$ cat src/rtl/core/kfc_pkg.sv
// kfc_pkg: shared types, codes and the keyword table of the keyword frequency counter
// used by kfc_word, kfc_cell and keyword_frequency_counter_top; no dependencies
package kfc_pkg;

    localparam int TABLE_KEYS   = 15;
    localparam int PREFIX_CHARS = 8;
    localparam int INDEX_W      = 4;
    localparam int LEN_W        = 4;

    // tuser codes on the input side
    localparam logic ACT_TEXT = 1'b0;
    localparam logic ACT_END  = 1'b1;

    typedef enum logic [1:0] {
        ST_IDLE,
        ST_DRAIN,
        ST_REPORT
    } kfc_state_t;

    // finished word travelling along the cell row
    typedef struct packed {
        logic                         valid;
        logic [LEN_W-1:0]             len;
        logic [8*PREFIX_CHARS-1:0]    prefix;
    } word_beat_t;

    // keyword text as string literals, right-aligned, first character in the top used byte
    localparam logic [8*PREFIX_CHARS-1:0] KW_TEXT [TABLE_KEYS] = '{
        64'("auto"), 64'("break"), 64'("case"), 64'("char"), 64'("const"),
        64'("continue"), 64'("default"), 64'("do"), 64'("float"), 64'("for"),
        64'("if"), 64'("int"), 64'("struct"), 64'("unsigned"), 64'("void")
    };

    localparam logic [LEN_W-1:0] KW_LEN [TABLE_KEYS] = '{
        4'd4, 4'd5, 4'd4, 4'd4, 4'd5, 4'd8, 4'd7, 4'd2,
        4'd5, 4'd3, 4'd2, 4'd3, 4'd6, 4'd8, 4'd4
    };

    // keyword packed with character i in bits 8i+7..8i, unused bytes zero
    function automatic logic [8*PREFIX_CHARS-1:0] kw_prefix(input int k);
        logic [8*PREFIX_CHARS-1:0] text;
        logic [8*PREFIX_CHARS-1:0] res;
        int                        n;
        text = KW_TEXT[k];
        n    = int'(KW_LEN[k]);
        res  = '0;
        for (int i = 0; i < PREFIX_CHARS; i++)
        begin
            if (i < n)
            begin
                res[8*i +: 8] = text[8*(n-1-i) +: 8];
            end
        end
        return res;
    endfunction

endpackage

$ cat src/rtl/core/kfc_word.sv
// kfc_word: splits the byte stream into words and emits each finished short word as a beat
// depends on kfc_pkg
module kfc_word
    import kfc_pkg::*;
#(
    parameter int MAX_WORD_CHARS = 100
)
(
    input  logic       clk,
    input  logic       rst_n,
    input  logic       take,
    input  logic       action,
    input  logic [7:0] text_byte,
    output word_beat_t beat
);

    localparam int WLEN_W = $clog2(MAX_WORD_CHARS + 1);

    logic [8*PREFIX_CHARS-1:0] prefix_reg, prefix_next;
    logic [WLEN_W-1:0]         length_reg, length_next;
    logic                      valid_reg, valid_next;
    logic [LEN_W-1:0]          len_reg;
    logic [8*PREFIX_CHARS-1:0] out_prefix_reg;
    logic                      letter, digit, finish;

    assign letter = (text_byte >= 8'h41 && text_byte <= 8'h5A) ||
                    (text_byte >= 8'h61 && text_byte <= 8'h7A);
    assign digit  = (text_byte >= 8'h30 && text_byte <= 8'h39);

    always_comb
    begin
        prefix_next = prefix_reg;
        length_next = length_reg;
        finish      = 1'b0;
        if (take)
        begin
            if (action == ACT_END)
            begin
                finish      = (length_reg != '0);
                prefix_next = '0;
                length_next = '0;
            end
            else if (length_reg != '0 && (letter || digit) &&
                     length_reg < WLEN_W'(MAX_WORD_CHARS))
            begin
                // only the first eight characters are kept
                for (int i = 0; i < PREFIX_CHARS; i++)
                begin
                    if (length_reg == WLEN_W'(i))
                    begin
                        prefix_next[8*i +: 8] = text_byte;
                    end
                end
                length_next = length_reg + WLEN_W'(1);
            end
            else
            begin
                finish = (length_reg != '0);
                if (letter)
                begin
                    prefix_next = 64'(text_byte);
                    length_next = WLEN_W'(1);
                end
                else
                begin
                    prefix_next = '0;
                    length_next = '0;
                end
            end
        end
        // words longer than any keyword never match, so they are dropped here
        valid_next = finish && (length_reg <= WLEN_W'(PREFIX_CHARS));
    end

    always_ff @(posedge clk or negedge rst_n)
    begin
        if (!rst_n)
        begin
            prefix_reg <= '0;
            length_reg <= '0;
            valid_reg  <= 1'b0;
        end
        else
        begin
            prefix_reg <= prefix_next;
            length_reg <= length_next;
            valid_reg  <= valid_next;
        end
    end

    always_ff @(posedge clk)
    begin
        len_reg        <= length_reg[LEN_W-1:0];
        out_prefix_reg <= prefix_reg;
    end

    assign beat.valid  = valid_reg;
    assign beat.len    = len_reg;
    assign beat.prefix = out_prefix_reg;

endmodule

$ cat src/rtl/core/kfc_cell.sv
// kfc_cell: one keyword's counter; passes word beats on and shifts counts during a report
// depends on kfc_pkg
module kfc_cell
    import kfc_pkg::*;
#(
    parameter int KEY         = 0,
    parameter int COUNT_WIDTH = 32
)
(
    input  logic                   clk,
    input  logic                   rst_n,
    input  word_beat_t             beat_in,
    input  logic                   shift,
    input  logic [COUNT_WIDTH-1:0] count_in,
    output word_beat_t             beat_out,
    output logic [COUNT_WIDTH-1:0] count
);

    localparam logic [8*PREFIX_CHARS-1:0] KEY_PREFIX = kw_prefix(KEY);
    localparam logic [LEN_W-1:0]          KEY_LEN    = KW_LEN[KEY];

    logic [COUNT_WIDTH-1:0]    count_reg, count_next;
    logic                      valid_reg;
    logic [LEN_W-1:0]          len_reg;
    logic [8*PREFIX_CHARS-1:0] prefix_reg;
    logic                      hit;

    assign hit = beat_in.valid && beat_in.len == KEY_LEN && beat_in.prefix == KEY_PREFIX;

    always_comb
    begin
        count_next = count_reg;
        priority if (shift)
        begin
            count_next = count_in;
        end
        else if (hit && count_reg != '1)
        begin
            count_next = count_reg + COUNT_WIDTH'(1);
        end
        else
        begin
            count_next = count_reg;
        end
    end

    always_ff @(posedge clk or negedge rst_n)
    begin
        if (!rst_n)
        begin
            count_reg <= '0;
            valid_reg <= 1'b0;
        end
        else
        begin
            count_reg <= count_next;
            valid_reg <= beat_in.valid;
        end
    end

    always_ff @(posedge clk)
    begin
        len_reg    <= beat_in.len;
        prefix_reg <= beat_in.prefix;
    end

    assign beat_out.valid  = valid_reg;
    assign beat_out.len    = len_reg;
    assign beat_out.prefix = prefix_reg;
    assign count           = count_reg;

endmodule

$ cat src/rtl/core/keyword_frequency_counter_top.sv
// keyword_frequency_counter_top: word splitter, row of keyword cells and report control
// depends on kfc_pkg, kfc_word, kfc_cell
//
// channel   dir  beat contents
// s_axis    in   tdata[7:0] text_byte, tuser action (1 = end of input)
// m_axis    out  tdata[3:0] key_index, tdata[35:4] key_count, tlast last_of_report
//
// a text byte is taken every cycle while s_axis_tready is high; the word beat then walks the cell row one cell a cycle
// an end beat blocks input while the row drains (KEYS = min(NUM_KEYS, 15)),
// then KEYS report beats follow, one per cycle while m_axis_tready is high
// the report shifts counts out of the row, leaving every counter at zero
// reset is asynchronous and clears the pending word, the counters and the control state
module keyword_frequency_counter_top
    import kfc_pkg::*;
#(
    parameter int NUM_KEYS       = 15,
    parameter int MAX_WORD_CHARS = 100,
    parameter int COUNT_WIDTH    = 32
)
(
    input  logic        clk,
    input  logic        rst_n,
    input  logic        s_axis_tvalid,
    output logic        s_axis_tready,
    input  logic [7:0]  s_axis_tdata,   // [7:0] text_byte
    input  logic        s_axis_tuser,   // [0] action
    output logic        m_axis_tvalid,
    input  logic        m_axis_tready,
    output logic [39:0] m_axis_tdata,   // [3:0] key_index, [35:4] key_count, rest zero
    output logic        m_axis_tlast    // last_of_report
);

    localparam int ACTIVE_KEYS = (NUM_KEYS < TABLE_KEYS) ? NUM_KEYS : TABLE_KEYS;
    localparam int DRAIN_W     = $clog2(ACTIVE_KEYS + 1);

    kfc_state_t              state_reg, state_next;
    logic [DRAIN_W-1:0]      drain_reg, drain_next;
    logic [INDEX_W-1:0]      index_reg, index_next;
    logic                    in_take, out_take;
    word_beat_t              beats [ACTIVE_KEYS+1];
    logic [COUNT_WIDTH-1:0]  counts [ACTIVE_KEYS+1];
    logic [ACTIVE_KEYS:0]    beat_live;
    logic [63:0]             count_wide;

    assign in_take  = s_axis_tvalid && s_axis_tready;
    assign out_take = m_axis_tvalid && m_axis_tready;

    kfc_word #(
        .MAX_WORD_CHARS (MAX_WORD_CHARS)
    ) u_word (
        .clk       (clk),
        .rst_n     (rst_n),
        .take      (in_take),
        .action    (s_axis_tuser),
        .text_byte (s_axis_tdata),
        .beat      (beats[0])
    );

    // last cell pulls in zeros, so the report leaves the row cleared
    assign counts[ACTIVE_KEYS] = '0;

    for (genvar k = 0; k < ACTIVE_KEYS; k++)
    begin : g_cell
        kfc_cell #(
            .KEY         (k),
            .COUNT_WIDTH (COUNT_WIDTH)
        ) u_cell (
            .clk      (clk),
            .rst_n    (rst_n),
            .beat_in  (beats[k]),
            .shift    (out_take),
            .count_in (counts[k+1]),
            .beat_out (beats[k+1]),
            .count    (counts[k])
        );
    end

    for (genvar k = 0; k <= ACTIVE_KEYS; k++)
    begin : g_live
        assign beat_live[k] = beats[k].valid;
    end

    always_comb
    begin
        state_next = state_reg;
        drain_next = drain_reg;
        index_next = index_reg;
        unique case (state_reg)
            ST_IDLE:
            begin
                if (in_take && s_axis_tuser == ACT_END)
                begin
                    state_next = ST_DRAIN;
                    drain_next = '0;
                end
            end
            ST_DRAIN:
            begin
                // wait until the flushed word has passed the last cell
                drain_next = drain_reg + DRAIN_W'(1);
                if (drain_reg == DRAIN_W'(ACTIVE_KEYS))
                begin
                    state_next = ST_REPORT;
                    index_next = '0;
                end
            end
            ST_REPORT:
            begin
                if (out_take)
                begin
                    index_next = index_reg + INDEX_W'(1);
                    if (index_reg == INDEX_W'(ACTIVE_KEYS - 1))
                    begin
                        state_next = ST_IDLE;
                    end
                end
            end
            default:
            begin
                state_next = ST_IDLE;
            end
        endcase
    end

    always_ff @(posedge clk or negedge rst_n)
    begin
        if (!rst_n)
        begin
            state_reg <= ST_IDLE;
            drain_reg <= '0;
            index_reg <= '0;
        end
        else
        begin
            state_reg <= state_next;
            drain_reg <= drain_next;
            index_reg <= index_next;
        end
    end

    assign count_wide    = 64'(counts[0]);
    assign s_axis_tready = (state_reg == ST_IDLE);
    assign m_axis_tvalid = (state_reg == ST_REPORT);
    assign m_axis_tdata  = {4'b0000, count_wide[31:0], index_reg};
    assign m_axis_tlast  = (index_reg == INDEX_W'(ACTIVE_KEYS - 1));

    // input and output never open together
    a_no_overlap: assert property (@(posedge clk) disable iff (!rst_n)
        !(s_axis_tready && m_axis_tvalid))
        else $error("input taken during a report");

    // an end beat starts the drain, never an immediate report
    a_end_drains: assert property (@(posedge clk) disable iff (!rst_n)
        (in_take && s_axis_tuser == ACT_END) |=> (state_reg == ST_DRAIN))
        else $error("end beat did not start the drain");

    // the row is empty of words while counts are shifted out
    a_row_empty: assert property (@(posedge clk) disable iff (!rst_n)
        (state_reg == ST_REPORT) |-> (beat_live == '0))
        else $error("word still in the cell row during a report");

    // the closing beat of a report hands back to the input side
    a_report_ends: assert property (@(posedge clk) disable iff (!rst_n)
        (out_take && m_axis_tlast) |=> s_axis_tready)
        else $error("input not reopened after the report");

    // counters are all clear once a report is over
    a_cleared: assert property (@(posedge clk) disable iff (!rst_n)
        (out_take && m_axis_tlast) |=> (counts[0] == '0))
        else $error("counters not cleared by the report");

endmodule
$ cat config.mk
export PLATFORM = sky130hd
export DESIGN_NAME = keyword_frequency_counter_top
export DESIGN_NICKNAME = d
export VERILOG_FILES = /design/src/rtl/core/kfc_pkg.sv /design/src/rtl/core/kfc_word.sv /design/src/rtl/core/kfc_cell.sv /design/src/rtl/core/keyword_frequency_counter_top.sv
export SDC_FILE = /design/constraint.sdc
export NUM_CORES = 2
export LEC_CHECK = 0
export BUFFER_PORTS_ARGS = -buffer_cell sky130_fd_sc_hd__buf_2
export CAP_MARGIN = 20
export CORE_ASPECT_RATIO = 1.5
export CORE_MARGIN = 1
export CORE_UTILIZATION = 60
export CTS_CLUSTER_SIZE = 40
export DETAILED_ROUTE_END_ITERATION = 8
export GPL_ROUTABILITY_DRIVEN = 0
export PLACE_DENSITY = 0.76
export SLEW_MARGIN = 30
export SYNTH_ARGS = -nofsm -noshare
export SYNTH_HDL_FRONTEND = slang
export SYNTH_SLANG_ARGS = --single-unit
$ cat constraint.sdc
create_clock -name clk -period 2.9 [get_ports clk]
set_input_delay 0 -clock clk [delete_from_list [all_inputs] [get_ports clk]]
set_output_delay 0 -clock clk [all_outputs]
set_load 0.005 [all_outputs]
### After elaboration in Yosys (flattened, before gate mapping)

Cells that the tools add are included.
Widths: inputs -> output; s select.

* register bits after elaboration: 1596
* bits in latches: 0
* memory bits (writable): 0
* memory bits (read-only): 0
* input bits: 13
* output and inout port bits: 43
* logic and storage cells: 310
* memories kept: 0

* add/sub/neg operators: 18
* $mul: 0
* div/mod/pow operators: 0
* order comparisons: 8
* equality and inequality tests: 68
* shift operators: 0
* mux-type cells: 57
* bitwise gates (word level): 0
* reductions and logical operators: 87

Operators by type and width (number)
* $mux 32: 30
* $add 32x1->32 const B: 15
* $ne 32x32->1 const B: 15
* $eq 64x31->1 const B: 4
* $eq 64x39->1 const B: 3
* $eq 64x15->1 const B: 2
* $eq 64x23->1 const B: 2
* $eq 64x63->1 const B: 2
* $mux 64: 2
* $mux 8: 9
* $eq 64x47->1 const B: 1
* $eq 64x55->1 const B: 1
* $logic_and 1x1->1: 54
* $eq 4x3->1 const B: 9
* $reduce_bool 2->1: 17
* $eq 7x3->1 const B: 4
* $ne 3x3->1 const B: 8
* $reduce_and 2->1: 9
* $eq 4x2->1 const B: 4
* $eq 4x4->1 const B: 4
* $ge 8x7->1 const B: 2
* $le 8x7->1 const B: 2
* $pmux 4 s2: 2
* $eq 7x2->1 const B: 2
* other kinds (22): 35

### Logic depth before layout (Yosys ltp)

* depth in word-level cells: 10
* mapped depth: 11
* gate-level depth less buffers: 8

### Modules after synthesis

A second synthesis with hierarchy kept.

* cells, all modules: 5471
* area total of the unflattened synthesis: 59798.6 µm²

Modules (own cells, without submodules)
* kfc_word: instances 1, cells each 316, area an instance 4498.1 µm², seq. area each 3163.0 µm²
* kfc_cell (g_cell[9].u_cell): instances 1, cells each 346, area an instance 3789.9 µm², seq. area each 2187.1 µm²
* kfc_cell (g_cell[6].u_cell): instances 1, cells each 352, area an instance 3757.4 µm², seq. area each 2187.1 µm²
* kfc_cell (g_cell[3].u_cell): instances 1, cells each 352, area an instance 3753.6 µm², seq. area each 2187.1 µm²
* kfc_cell (g_cell[14].u_cell): instances 1, cells each 347, area an instance 3692.3 µm², seq. area each 2187.1 µm²
* kfc_cell (g_cell[5].u_cell): instances 1, cells each 328, area an instance 3652.3 µm², seq. area each 2187.1 µm²
* kfc_cell (g_cell[8].u_cell): instances 1, cells each 346, area an instance 3648.5 µm², seq. area each 2187.1 µm²
* kfc_cell (g_cell[1].u_cell): instances 1, cells each 330, area an instance 3638.5 µm², seq. area each 2187.1 µm²
* kfc_cell (g_cell[4].u_cell): instances 1, cells each 347, area an instance 3633.5 µm², seq. area each 2187.1 µm²
* kfc_cell (g_cell[11].u_cell): instances 1, cells each 340, area an instance 3632.2 µm², seq. area each 2187.1 µm²
* kfc_cell (g_cell[0].u_cell): instances 1, cells each 343, area an instance 3621.0 µm², seq. area each 2187.1 µm²
* kfc_cell (g_cell[12].u_cell): instances 1, cells each 340, area an instance 3609.7 µm², seq. area each 2187.1 µm²
* kfc_cell (g_cell[7].u_cell): instances 1, cells each 340, area an instance 3597.2 µm², seq. area each 2187.1 µm²
* kfc_cell (g_cell[13].u_cell): instances 1, cells each 318, area an instance 3590.9 µm², seq. area each 2187.1 µm²
* +3 rows

### Least setup slack after synthesis

OpenSTA, ideal clock, no wires.

* kind: register to register
* from: reg g_cell[4].u_cell.count_reg[0]
* to: reg g_cell[4].u_cell.count_reg[10]
* setup time: 0.137 ns
* data arrival time: 2.217 ns
* data required time: 2.763 ns
* setup slack: 0.546 ns
* stages on the path, launching flop included: 11
* path buffers: 2
* period minus slack after synthesis: 2.354 ns
* path through: dfrtp_1 > ha_1 > and4_1 > buf_2 > nand3_1 > or4_1 > nand3_2 > buf_2 > nor2_1 > xnor2_1 > a21oi_1

* cells in the longest elaborated chain, start to end: 3
* elaborated cells on any way between the ends: 6
* those cells by class: 1 x add/sub; 1 x eq/ne; 2 x mux; 2 x reduce/logical

Ends and longest elaborated chain
* from (decl): line kfc_cell.sv:22 `logic [COUNT_WIDTH-1:0] count_reg, count_next;`
* from (signal assigned): line kfc_cell.sv:56 `count_reg <= count_next;`
* $add 32x1->32 or $ne 32x32->1 (tied branches): line kfc_cell.sv:39, kfc_cell.sv:37
* $mux 32 or $logic_and 1x1->1 (tied branches): line kfc_cell.sv:37 `else if (hit && count_reg != '1)`
* $mux 32 or $reduce_bool 2->1 (tied branches)

Several ways; a longest one is shown, not always the timed one. The select of a mux whose other input is x is not followed.
A chain may end at the register's enable or synchronous reset.

### Worst setup path after layout

* from: reg g_cell[2].u_cell.prefix_reg[50]
* to: reg g_cell[3].u_cell.count_reg[24]

* cells in the longest elaborated chain, start to end: 4

Ends and longest elaborated chain
* from (decl): line kfc_cell.sv:25 `logic [8*PREFIX_CHARS-1:0] prefix_reg;`
* from (signal assigned): line kfc_cell.sv:64 `prefix_reg <= beat_in.prefix;`
* $eq 64x31->1: line kfc_cell.sv:28 `assign hit = beat_in.valid && beat_in.len == KEY_LEN && beat_in.prefix == KEY_PREFIX;`
* $logic_and 1x1->1: line kfc_cell.sv:28
* $logic_and 1x1->1: line kfc_cell.sv:37
* $reduce_bool 2->1 (no line)
* to (signal assigned): line kfc_cell.sv:56
* to (decl): line kfc_cell.sv:22

No other way between the ends.

==> results_dict.tcl <==
set metrics [dict create \
    outcome "complete, no violations" \
    num_vias 37200 \
    drive_gt1_share_pct 9.35 \
    ff2ff_setup_slack_ns 0.08 \
    synthCells 5052 \
    dp_hpwl_mm 86.5 \
    synth_area_um2 55100 \
    maxCapViolCount 0 \
    grt-ovfl-total 0 \
    clockBufferDepth 3 \
    crit_type "flop to flop" \
    ant_nets 0 \
    antenna_found_initial 0 \
    port_buffers 51 \
    worstHoldPathType "input pin to asynchronous set/reset pin" \
    fin_nets 5259 \
    powerDensity_nw_per_um2 821 \
    diodes 0 \
    fin_area_um2 62500 \
    clk_latency_ns 0.78 \
    yosysWarnings 0 \
    setup_viol 0 \
    root_buffer "clkbuf_16" \
    syn2layout_area_growth_pct 13.4 \
    hold_ws_ns 0.0456 \
    initial_core_util_pct 60.7 \
    synth_edf_count 0 \
    grt_pass1_wl_mm 201 \
    wirelength_mm 125 \
    synth_area_leader_cell "dfxtp_1" \
    r2r-end "g_cell[3].u_cell.count[24]$_DFFE_PN0P_" \
    slew_viol_final 0 \
    num-fill-cells 6406 \
    placed_area_um2 57500 \
    crit_top_cell "nor4_1" \
    wl_per_cell_um 19.3 \
    rows 135 \
    die_x_um 249 \
    synth_top_area_share_pct 37.1 \
    worstMarginPinSlew_ns 0.737 \
    start_kind "flop" \
    grt_setup_unrepaired "false" \
    largest_reg_flops 896 \
    clk_pin_slew_ns 0.06 \
    h-tree-depth 4 \
    dieArea_um2 93100 \
    p_leak_uw 0.0241 \
    synthMuxAreaShare_pct 0.420 \
    fp.dieH_um 373 \
    fin_skew_ns 0.0357 \
    fmax_mhz 355 \
    first_iter_violations 2171 \
    synth-adder-area-share_pct 0.500 \
    crit_slowest_cell "nor4_1" \
    synth_compound_area_share_pct 5.77 \
    layoutNonFillerInstCount 6500 \
    synth_area_leaders "dfxtp_1, dfrtp_1, xnor2_1, nand2_1, nor2_1" \
    first_pass_iters 5 \
    worstPathCellList "nor4_1 > nand4_1 > nor4_1 > buf_4 > o211ai_1 > buf_4 > nor4_1 > xnor2_1 > a21oi_1" \
    final_cell_mix "dfxtp_1, dfrtp_1, nand2_1" \
    ir_worst_vdd_uv 635 \
    reg2regPathDepth 9 \
    via_per_inst 5.72 \
    slowest_delay_ns 0.60 \
    synth.distinct_cells 75 \
    slew_headroom_pct 50.7 \
    critPathTopFamily "simple AND/OR/NAND/NOR gates" \
    yosys_register_bits 1596 \
    synth_top_family_by_area "simple AND/OR/NAND/NOR gates" \
    hold_violations 0 \
    synthSimpleGateAreaFrac_pct 20.7 \
    final.setup.worst_slack_ns 0.0801 \
    cts.sinks 1596 \
    post_synth.cell_area_avg_um2 10.9 \
    arrival_ns 3.42 \
    synthFlopType "dfxtp_1" \
    layout_commonest_cell "dfxtp_1" \
    fin_crit_ns 2.82 \
    track_usage_pct 27.0 \
    yosys.area_share.xor_xnor_pct 7.09 \
    reg2reg_from "g_cell[2].u_cell.prefix_reg[50]$_DFF_P_" \
    grt_max_degree 88 \
    post-route-drc-count 0 \
    cts_setup_buffers 0 \
    worst-path-buf-inv 2 \
    pre_cts_ws_ns -0.245 \
    end_kind "flop" \
    ios 56 \
    cp-startpoint "g_cell[2].u_cell.prefix_reg[50]$_DFF_P_" \
    coreArea_um2 90700 \
    numCtsBuffers 139 \
    cp.required_ns 3.50 \
    final_util_pct 68.9 \
    cp_max_fo 15 \
    post-route-period-util_pct 97.2 \
    cts_tree "done" \
    dp_cells 6232 \
    ys_async_sr_fraction_pct 36.1 \
    grt_pass1_vias 38300 \
    ys_seq_area_share_pct 63.2 \
]
[worst max path at each step]
| stage | to | depth (start not counted) |
|---|---|---|
| 3_3_place_gp | g_cell[2].u_cell.count[1]$_DFFE_PN0P_ | 10 |
| 2_1_floorplan | g_cell[4].u_cell.count[10]$_DFFE_PN0P_ | 10 |
| 5_1_grt | g_cell[3].u_cell.count[24]$_DFFE_PN0P_ | 9 |
| 4_1_cts | g_cell[2].u_cell.count[27]$_DFFE_PN0P_ | 9 |
| 6_report | g_cell[3].u_cell.count[24]$_DFFE_PN0P_ | 9 |
| 3_5_place_dp | g_cell[2].u_cell.count[1]$_DFFE_PN0P_ | 10 |
[repair_timing]
| action | in CTS | in global routing |
|---|---|---|
| endpoints found under the setup margin | 32 | 15 |
| gates cloned | 0 | 0 |
| hold endpoints to repair | 702 | 0 |
| resized for setup | 4 | 2 |
| hold buffers | 15 | 0 |
[power by group]
part / internal (uW) / total, uW / switching [uW] / leakage, uW
combinational: 2910 / 7530 / 4620 / 0.00785
clock: 10600 / 19000 / 8340 / 0.00234
sequential: 23400 / 24800 / 1360 / 0.0139
[worst register-to-register path, stage by stage (launching register included)]
cell      delay, ns
dfxtp_1        0.32
nor4_1         0.60
nand4_1        0.20
nor4_1         0.43
buf_4          0.20
o211ai_1       0.08
buf_4          0.22
nor4_1         0.36
xnor2_1        0.16
a21oi_1        0.08
[metrics by stage]
step / total power, uW / TNS, ns
2_1_floorplan: 29800 / 0
3_3_place_gp: 32400 / -2.18
3_5_place_dp: 32600 / -4.62
4_1_cts: 51400 / 0
5_1_grt: 53300 / 0
6_report: 51300 / 0
[synth_stat cells (all sizes together) (3+ instances only)]
cell type / instances
buf: 81
a21oi: 162
nand4b: 7
o21ai: 325
and3: 76
or4: 16
and2: 31
a22o: 45
or3: 14
nor3b: 11
or2: 5
dfrtp: 576
xnor2: 345
a31oi: 4
and4: 35
dfxtp: 1020
nand2: 511
nor4b: 67
and3b: 3
nand4: 211
o211ai: 5
nor3: 208
a21o: 11
and4b: 43
mux2i: 22
nor4bb: 74
nor4: 169
nand3b: 5
nor2b: 6
or4bb: 3
inv: 67
nand2b: 8
nand3: 230
xor2: 101
nor2: 375
clkbuf: 132
ha: 22
[kinds of logic (layout without fill, tap and decap cells)]
family / after synthesis / after routing
AO/OA/AOI/OAI: 573 / 573
XOR/XNOR: 446 / 446
adder cells (fa/ha/maj): 22 / 22
buffers and inverters: 280 / 561
flip-flops: 1596 / 1596
multiplexers: 23 / 23
other: 1 / 4
AND/OR/NAND/NOR: 2111 / 2111
[final cells by class]
type,instances,area (um^2),share of cell area (%)
clock buffers,205,4110,6.59
clock inverters,48,646,1.03
inverters,67,251,0.403
multi-input cells,3179,19100,30.6
flip-flops and latches,1596,34800,55.8
well taps,1164,1460,2.33
repair buffers,241,2050,3.28
[layer usage]
metal,GRT usage [%],vias up,wire length [um]
li1,-,18100,-
met1,28.0,17900,46200
met2,50.5,851,67000
met3,3.65,411,3510
met4,17.9,0,8450
met5,0,-,0
(Power assumes the default switching activity.)
